`src/hdl/btwa_pkg.sv`:
```
// Shared types and constants for the binned time-weighted average unit.
package btwa_pkg;

	localparam int NUM_BINS_DEF = 8;
	localparam int SAMPLE_W     = 24;
	localparam int STEP_W       = 16;
	localparam int PERIOD_W     = 16;
	localparam int AVG_W        = 24;
	localparam int PROD_W       = SAMPLE_W + STEP_W;
	localparam int SUM_W        = 48;
	localparam int TIME_W       = 32;
	localparam int WSUM_W       = 52;
	localparam int WTIME_W      = 35;
	localparam int DIV_STEPS    = WSUM_W;
	localparam logic [PERIOD_W-1:0] PERIOD_RESET = 16'd1000;

	typedef enum logic [2:0] {
		ST_IDLE,
		ST_UPD,
		ST_SWEEP,
		ST_DIV,
		ST_FIN
	} state_t;

	typedef struct packed {
		logic load;
		logic upd;
		logic sw_rd;
		logic sw_acc;
		logic div_init;
		logic div_step;
		logic fin;
	} dp_cmd_t;

	typedef struct packed {
		logic out_busy;
	} dp_stat_t;

endpackage

```
`src/hdl/binned_time_weighted_average_unit.sv`:
```
// Top level of the binned time-weighted average unit.
// An item is accepted only in idle; the block takes no new item until the last one has finished.
// The work for each item is set by the bin sweep through the single memory read port and the
// 52-step restoring divider.
// A waiting result does not block the next item; it blocks only the next result.
// Reset (arst_n low) empties all bins, selects bin 0 and sets bin_period to 1000.
module binned_time_weighted_average_unit #(
	parameter int NUM_BINS = btwa_pkg::NUM_BINS_DEF
) (
	input  logic                                  clk,
	input  logic                                  arst_n,
	input  logic                                  cfg_valid,
	output logic                                  cfg_ready,
	input  logic [btwa_pkg::PERIOD_W-1:0]         bin_period,
	input  logic                                  item_valid,
	output logic                                  item_stall,
	input  logic signed [btwa_pkg::SAMPLE_W-1:0]  sample,
	input  logic [btwa_pkg::STEP_W-1:0]           step_time,
	output logic                                  result_valid,
	input  logic                                  result_stall,
	output logic signed [btwa_pkg::AVG_W-1:0]     average,
	output logic                                  time_empty
);

	localparam int IDX_W = (NUM_BINS > 1) ? $clog2(NUM_BINS) : 1;

	btwa_pkg::dp_cmd_t  cmd;
	btwa_pkg::dp_stat_t stat;
	logic [IDX_W-1:0]   sw_idx;

	// register writes are always taken
	assign cfg_ready = 1'b1;

	btwa_ctrl #(
		.NUM_BINS (NUM_BINS),
		.IDX_W    (IDX_W)
	) u_ctrl (
		.clk        (clk),
		.arst_n     (arst_n),
		.item_valid (item_valid),
		.item_stall (item_stall),
		.stat       (stat),
		.cmd        (cmd),
		.sw_idx     (sw_idx)
	);

	btwa_dp #(
		.NUM_BINS (NUM_BINS),
		.IDX_W    (IDX_W)
	) u_dp (
		.clk          (clk),
		.arst_n       (arst_n),
		.cmd          (cmd),
		.sw_idx       (sw_idx),
		.stat         (stat),
		.cfg_we       (cfg_valid & cfg_ready),
		.cfg_data     (bin_period),
		.sample       (sample),
		.step_time    (step_time),
		.result_valid (result_valid),
		.result_stall (result_stall),
		.average      (average),
		.time_empty   (time_empty)
	);

endmodule

```
`src/hdl/btwa_ctrl.sv`:
```
// Sequencer for bin update, window sweep, division and result hand-off.
module btwa_ctrl #(
	parameter int NUM_BINS = btwa_pkg::NUM_BINS_DEF,
	parameter int IDX_W    = 3
) (
	input  logic                clk,
	input  logic                arst_n,
	input  logic                item_valid,
	output logic                item_stall,
	input  btwa_pkg::dp_stat_t  stat,
	output btwa_pkg::dp_cmd_t   cmd,
	output logic [IDX_W-1:0]    sw_idx
);

	localparam int CNT_MAX = ((NUM_BINS + 1) > (btwa_pkg::DIV_STEPS + 1)) ?
		(NUM_BINS + 1) : (btwa_pkg::DIV_STEPS + 1);
	localparam int CNT_W = $clog2(CNT_MAX);

	btwa_pkg::state_t state_q, state_nx;
	logic [CNT_W-1:0] cnt_q;

	// next state
	always_comb begin
		state_nx = state_q;
		case (state_q)
			btwa_pkg::ST_IDLE: begin
				if (item_valid) state_nx = btwa_pkg::ST_UPD;
			end
			btwa_pkg::ST_UPD: state_nx = btwa_pkg::ST_SWEEP;
			btwa_pkg::ST_SWEEP: begin
				if (cnt_q == CNT_W'(NUM_BINS)) state_nx = btwa_pkg::ST_DIV;
			end
			btwa_pkg::ST_DIV: begin
				if (cnt_q == CNT_W'(btwa_pkg::DIV_STEPS)) state_nx = btwa_pkg::ST_FIN;
			end
			btwa_pkg::ST_FIN: begin
				if (!stat.out_busy) state_nx = btwa_pkg::ST_IDLE;
			end
			default: state_nx = btwa_pkg::ST_IDLE;
		endcase
	end

	// datapath commands
	always_comb begin
		cmd        = '0;
		item_stall = 1'b1;
		case (state_q)
			btwa_pkg::ST_IDLE: begin
				item_stall = 1'b0;
				cmd.load   = item_valid;
			end
			btwa_pkg::ST_UPD: cmd.upd = 1'b1;
			btwa_pkg::ST_SWEEP: begin
				cmd.sw_rd  = (cnt_q < CNT_W'(NUM_BINS));
				cmd.sw_acc = (cnt_q != '0);
			end
			btwa_pkg::ST_DIV: begin
				cmd.div_init = (cnt_q == '0);
				cmd.div_step = (cnt_q != '0);
			end
			btwa_pkg::ST_FIN: cmd.fin = !stat.out_busy;
			default: cmd = '0;
		endcase
	end

	assign sw_idx = cnt_q[IDX_W-1:0];

	// state and step counter
	always_ff @(posedge clk or negedge arst_n) begin
		if (!arst_n) begin
			state_q <= btwa_pkg::ST_IDLE;
			cnt_q   <= '0;
		end else begin
			state_q <= state_nx;
			if (state_nx != state_q) cnt_q <= '0;
			else if (state_q == btwa_pkg::ST_SWEEP || state_q == btwa_pkg::ST_DIV)
				cnt_q <= cnt_q + 1'b1;
		end
	end

endmodule

```
`src/hdl/btwa_dp.sv`:
```
// Datapath: bin memory, window accumulators, restoring divider, result register.
module btwa_dp #(
	parameter int NUM_BINS = btwa_pkg::NUM_BINS_DEF,
	parameter int IDX_W    = 3
) (
	input  logic                                  clk,
	input  logic                                  arst_n,
	input  btwa_pkg::dp_cmd_t                     cmd,
	input  logic [IDX_W-1:0]                      sw_idx,
	output btwa_pkg::dp_stat_t                    stat,
	input  logic                                  cfg_we,
	input  logic [btwa_pkg::PERIOD_W-1:0]         cfg_data,
	input  logic signed [btwa_pkg::SAMPLE_W-1:0]  sample,
	input  logic [btwa_pkg::STEP_W-1:0]           step_time,
	output logic                                  result_valid,
	input  logic                                  result_stall,
	output logic signed [btwa_pkg::AVG_W-1:0]     average,
	output logic                                  time_empty
);

	localparam int SUM_W   = btwa_pkg::SUM_W;
	localparam int TIME_W  = btwa_pkg::TIME_W;
	localparam int WSUM_W  = btwa_pkg::WSUM_W;
	localparam int WTIME_W = btwa_pkg::WTIME_W;
	localparam int AVG_W   = btwa_pkg::AVG_W;
	localparam int ROW_W   = SUM_W + TIME_W;

	logic [btwa_pkg::PERIOD_W-1:0] period_q;
	logic [IDX_W-1:0]              cur_q;
	logic [NUM_BINS-1:0]           vld_q;
	logic [ROW_W-1:0]              mem [NUM_BINS];
	logic [ROW_W-1:0]              rdata_q;
	logic                          rvld_q;
	logic [IDX_W-1:0]              rd_addr;

	logic signed [btwa_pkg::PROD_W-1:0] prod_s1;
	logic [btwa_pkg::STEP_W-1:0]        dt_s1;

	logic signed [SUM_W-1:0] rd_sum;
	logic [TIME_W-1:0]       rd_time;
	logic                    adv;
	logic [IDX_W-1:0]        nxt_idx;
	logic signed [SUM_W-1:0] base_sum;
	logic [TIME_W-1:0]       base_time;
	logic signed [SUM_W:0]   sum_ext;
	logic [TIME_W:0]         time_ext;
	logic signed [SUM_W-1:0] new_sum;
	logic [TIME_W-1:0]       new_time;

	logic signed [WSUM_W-1:0] wsum_q;
	logic [WTIME_W-1:0]       wtime_q;
	logic signed [WSUM_W:0]   wsum_ext;
	logic [WTIME_W:0]         wtime_ext;

	logic [WSUM_W-1:0]  quo_q;
	logic [WTIME_W-1:0] rem_q;
	logic               neg_q;
	logic [WTIME_W:0]   rem_sh;
	logic [WSUM_W-1:0]  avg_lim;
	logic [AVG_W-1:0]   avg_val;

	logic                    out_vld_q;
	logic signed [AVG_W-1:0] avg_q;
	logic                    empty_q;

	// hold the bin period
	always_ff @(posedge clk or negedge arst_n) begin
		if (!arst_n) period_q <= btwa_pkg::PERIOD_RESET;
		else if (cfg_we) period_q <= cfg_data;
	end

	// capture weighted sample and step of the accepted item
	always_ff @(posedge clk) begin
		if (cmd.load) begin
			prod_s1 <= sample * $signed({1'b0, step_time});
			dt_s1   <= step_time;
		end
	end

	// bin memory read port, registered
	assign rd_addr = cmd.sw_rd ? sw_idx : cur_q;

	always_ff @(posedge clk) begin
		rdata_q <= mem[rd_addr];
	end

	always_ff @(posedge clk or negedge arst_n) begin
		if (!arst_n) rvld_q <= 1'b0;
		else rvld_q <= vld_q[rd_addr];
	end

	assign rd_sum  = rvld_q ? $signed(rdata_q[ROW_W-1:TIME_W]) : '0;
	assign rd_time = rvld_q ? rdata_q[TIME_W-1:0] : '0;

	// advance the ring when the open bin is full, then accumulate with saturation
	assign adv     = rd_time >= TIME_W'(period_q);
	assign nxt_idx = (cur_q == IDX_W'(NUM_BINS - 1)) ? '0 : cur_q + 1'b1;
	assign base_sum  = adv ? '0 : rd_sum;
	assign base_time = adv ? '0 : rd_time;
	assign sum_ext   = {base_sum[SUM_W-1], base_sum} + (SUM_W + 1)'(prod_s1);
	assign time_ext  = {1'b0, base_time} + (TIME_W + 1)'(dt_s1);

	always_comb begin
		new_sum = sum_ext[SUM_W-1:0];
		if (sum_ext[SUM_W] != sum_ext[SUM_W-1])
			new_sum = sum_ext[SUM_W] ? {1'b1, {(SUM_W-1){1'b0}}} : {1'b0, {(SUM_W-1){1'b1}}};
		new_time = time_ext[TIME_W] ? '1 : time_ext[TIME_W-1:0];
	end

	// bin memory write port
	always_ff @(posedge clk) begin
		if (cmd.upd) mem[adv ? nxt_idx : cur_q] <= {new_sum, new_time};
	end

	always_ff @(posedge clk or negedge arst_n) begin
		if (!arst_n) begin
			vld_q <= '0;
			cur_q <= '0;
		end else if (cmd.upd) begin
			vld_q[adv ? nxt_idx : cur_q] <= 1'b1;
			if (adv) cur_q <= nxt_idx;
		end
	end

	// window totals, saturating in bin order
	assign wsum_ext  = {wsum_q[WSUM_W-1], wsum_q} + (WSUM_W + 1)'(rd_sum);
	assign wtime_ext = {1'b0, wtime_q} + (WTIME_W + 1)'(rd_time);

	always_ff @(posedge clk) begin
		if (cmd.upd) begin
			wsum_q  <= '0;
			wtime_q <= '0;
		end else if (cmd.sw_acc) begin
			if (wsum_ext[WSUM_W] != wsum_ext[WSUM_W-1])
				wsum_q <= wsum_ext[WSUM_W] ? {1'b1, {(WSUM_W-1){1'b0}}} :
					{1'b0, {(WSUM_W-1){1'b1}}};
			else
				wsum_q <= wsum_ext[WSUM_W-1:0];
			wtime_q <= wtime_ext[WTIME_W] ? '1 : wtime_ext[WTIME_W-1:0];
		end
	end

	// restoring divider on magnitudes, one quotient bit per step
	assign rem_sh = {rem_q, quo_q[WSUM_W-1]};

	always_ff @(posedge clk) begin
		if (cmd.div_init) begin
			neg_q <= wsum_q[WSUM_W-1];
			quo_q <= wsum_q[WSUM_W-1] ? WSUM_W'(-wsum_q) : WSUM_W'(wsum_q);
			rem_q <= '0;
		end else if (cmd.div_step) begin
			if (rem_sh >= {1'b0, wtime_q}) begin
				rem_q <= WTIME_W'(rem_sh - {1'b0, wtime_q});
				quo_q <= {quo_q[WSUM_W-2:0], 1'b1};
			end else begin
				rem_q <= rem_sh[WTIME_W-1:0];
				quo_q <= {quo_q[WSUM_W-2:0], 1'b0};
			end
		end
	end

	// apply sign and clamp to the result range
	assign avg_lim = WSUM_W'(1) << (AVG_W - 1);

	always_comb begin
		if (wtime_q == '0) avg_val = '0;
		else if (neg_q) avg_val = (quo_q > avg_lim) ? {1'b1, {(AVG_W-1){1'b0}}} :
			AVG_W'(-quo_q[AVG_W-1:0]);
		else avg_val = (quo_q >= avg_lim) ? {1'b0, {(AVG_W-1){1'b1}}} : quo_q[AVG_W-1:0];
	end

	// result register, held while the result is stalled
	always_ff @(posedge clk or negedge arst_n) begin
		if (!arst_n) out_vld_q <= 1'b0;
		else if (cmd.fin) out_vld_q <= 1'b1;
		else if (!result_stall) out_vld_q <= 1'b0;
	end

	always_ff @(posedge clk) begin
		if (cmd.fin) begin
			avg_q   <= $signed(avg_val);
			empty_q <= (wtime_q == '0);
		end
	end

	assign stat.out_busy = out_vld_q & result_stall;
	assign result_valid  = out_vld_q;
	assign average       = avg_q;
	assign time_empty    = empty_q;

endmodule

```
`config.mk`:
```
export PLATFORM = sky130hd
export DESIGN_NAME = binned_time_weighted_average_unit
export DESIGN_NICKNAME = d
export VERILOG_FILES = /design/src/hdl/btwa_pkg.sv /design/src/hdl/binned_time_weighted_average_unit.sv /design/src/hdl/btwa_ctrl.sv /design/src/hdl/btwa_dp.sv
export SDC_FILE = /design/constraint.sdc
export NUM_CORES = 2
export LEC_CHECK = 0
export BUFFER_PORTS_ARGS = -buffer_cell sky130_fd_sc_hd__buf_2
export CAP_MARGIN = 20
export CORE_UTILIZATION = 48
export CTS_CLUSTER_SIZE = 30
export DETAILED_ROUTE_END_ITERATION = 16
export GPL_TIMING_DRIVEN = 1
export PLACE_DENSITY = 0.78
export SLEW_MARGIN = 5
export SYNTH_ARGS = -nofsm -noshare
export SYNTH_HDL_FRONTEND = slang
export SYNTH_SLANG_ARGS = --single-unit
```
`constraint.sdc`:
```
create_clock -name clk -period 9.4 [get_ports clk]
set_input_delay 1.41 -clock clk [delete_from_list [all_inputs] [get_ports clk]]
set_output_delay 1.41 -clock clk [all_outputs]
set_load 0.05 [all_outputs]
```
==> impl_metrics.toml <==
[timing]
rsz0062_at_grt = "false"
finalHoldViolations = 0
min_period_ps = 8330
fmax_mhz = 120
tightest_slew_ps = 1130
skew_ps = 70.4
relSlewSlack = 0.244
setup-tns-final_ps = 0
finalMaxSlewViolations = 0
setup_viol = 0
finalCritPeriodShare = 0.887

[clock_network]
clockRootBuffer = "clkbuf_16"
postCtsSetupRepairBufs = 0
clk_path_buf_depth = 3
cts_resized = 0
clock-sinks = 1014
cts.clk_slew.worst_paths_ps = 60
cts_made_buffers = 101
clk_latency_ps = 740
htree_levels = 3
cts_tree = "done"
cts_hold_buf = 0

[grt]
antenna_found_initial = 9
grt_max_degree = 163
gr-total-overflow = 0
grt_pass1_vias = 42500
grtUsageTotal = 0.224
grt_pass1_wl_mm = 235

[floorplanning]
die_area_mm2 = 0.133
coreArea_mm2 = 0.130
dieWidth_um = 365
io_pins = 89
initial_utilization = 0.486
dieHeight_um = 365
rows = 132

[synthesis]
netlist_area_mm2 = 0.0632
ys_seq_area_frac = 0.447
async_reset_ff_frac = 0.0375
synth_warnings = 0
synthFlopType = "edfxtp_1"
ys_types = 79
synthCells = 5483
synth_seq_cells = 1014
syn_avg_cell_area_um2 = 11.5
synth_edf_count = 774

[critical_path]
start_kind = "register"
cp.arrival_ps = 8660
critical_path.cell_chain = "buf_4 -> and2_1 -> ha_1 -> a21o_1 -> a21oi_1 -> nor2b_1 -> a2111oi_1 -> buf_4 -> nand3_2 -> buf_4 -> nor2b_1 -> ha_1 -> nand4_1 -> a21oi_1 -> o21ai_0 -> o21a_1 -> o21ai_0 -> a21oi_1 -> o221ai_1 -> a221oi_1 -> xnor2_1 -> nor2_2 -> buf_12 -> o21ai_0"
cpPeakStageDelay_ps = 870
worst_setup_path_end_kind = "register"
worstPathRequired_ps = 9730
crit_type = "reg -> reg"
crit_fanout = 43
slowest_stage = "xnor2_1"

[placed_design]
place_hpwl_mm = 103
numPlacedInstances = 7237
port_buffers = 87
place_congestion = 0.893

[route]
drc_errors = 0
first_pass_iters = 6
drtIter0Drc = 3445
drt_wl_total_mm = 148
detail-route-antenna-nets = 0
vias = 42200
via_per_inst = 5.68
wl_per_cell_um = 19.9

[hold_path]
hold_class = "reg -> reg"

[finish]
fin_util = 0.536
drive_above_1_share = 0.109
areaGrowthSynthToFinish_pct = 10.2
nNetsFinal = 6339
instances_no_fill = 7431

[status]
status = "complete, no violations"

[flow_run]
maxCapViolations = 0
sequential cells by signal, summed over array words and instances, names as in the netlist, 16 cells and up:
signal,cells
u_dp.mem,640
u_dp.rdata_q,80
u_dp.quo_q,52
u_dp.wsum_q,52
u_dp.prod_s1,40
u_dp.rem_q,35
u_dp.wtime_q,35
u_dp.average,24
u_dp.dt_s1,16
u_dp.period_q,16
cell families (layout without fill, tap and decap cells):
kind of cell | after synthesis | count (layout) | synth area share
simple gates | 1394 | 1394 | 0.110
compound gates | 1039 | 1039 | 0.101
flops | 1014 | 1014 | 0.447
buf+inv | 815 | 901 | 0.0487
fa+ha+maj | 691 | 691 | 0.181
mux | 276 | 276 | 0.0775
xor+xnor | 252 | 252 | 0.0349
other cells | 2 | 122 | 0.000119
stage by stage:
step	hold slack, ps	cell area (um^2)	setup WS [ps]
floorplan	434	63600	509
global placement	447	65900	1170
detailed placement	453	65900	978
CTS	468	69600	1110
global route	476	69600	586
finish	465	69600	1070
critical path, delay by kind of cell (launching register included):
| kind | cells | cell delay [ps] |
|---|---|---|
| fa+ha+maj | 2 | 600 |
| simple gates | 6 | 1350 |
| compound gates | 11 | 3350 |
| buf+inv | 4 | 1290 |
| flops | 1 | 460 |
| xor+xnor | 1 | 870 |
placed cells by master (no fill, tap or decap), types with 162 or more instances in the layout:
cell type,n
inv_1,571
nand2_1,523
dfxtp_1,202
nor2_1,170
and2_1,251
edfxtp_1,774
a21oi_1,292
ha_1,301
fa_1,377
mux4_2,162
o21ai_0,330
synthesized netlist by cell type (all sizes together) (162+ instances only):
master | number | area (um^2)
edfxtp | 774 | 23200
inv | 571 | 2140
nand2 | 525 | 1970
fa | 377 | 7550
o21ai | 334 | 1670
ha | 301 | 3770
a21oi | 295 | 1480
and2 | 251 | 1570
clkbuf | 212 | 796
dfxtp | 202 | 4040
nor2 | 175 | 657
mux4 | 162 | 3650
layout make-up:
class | instances | area, um^2
fillers | 10600 | 60400
clock inverters | 59 | 948
flip-flops and latches | 1014 | 28200
repair buffers | 138 | 885
diodes | 1 | 2.50
multi-input cells | 3773 | 32500
inverters | 572 | 2150
clock buffers | 132 | 2730
well taps | 1742 | 2180
per-layer routing:
metal	vias to the layer above	GRT usage	part of all wire
li1	19400	-	-
met1	21000	0.310	0.44
met2	1506	0.366	0.47
met3	219	0.0359	0.073
met4	0	0.0573	0.021
met5	-	0	0
final timing paths:
path / start / endpoint / slack (ps) / cells past startpoint
worst max register to register: u_dp.rvld_q / u_dp.mem[7][62] / 1070 / 24
max in group asynchronous: arst_n / u_dp.rvld_q / 8210 / 2
worst min register to register: u_dp.vld_q[0] / u_dp.vld_q[0] / 470 / 1
worst max-delay path: u_dp.rvld_q / u_dp.mem[7][62] / 1070 / 24
min in group asynchronous: arst_n / u_dp.result_valid / 750 / 2
worst min-delay path: u_dp.vld_q[0] / u_dp.vld_q[0] / 470 / 1
Power is left out: the tool's default activity adds up to more than one toggle a clock period on the data nets, which glitch-free logic cannot reach.
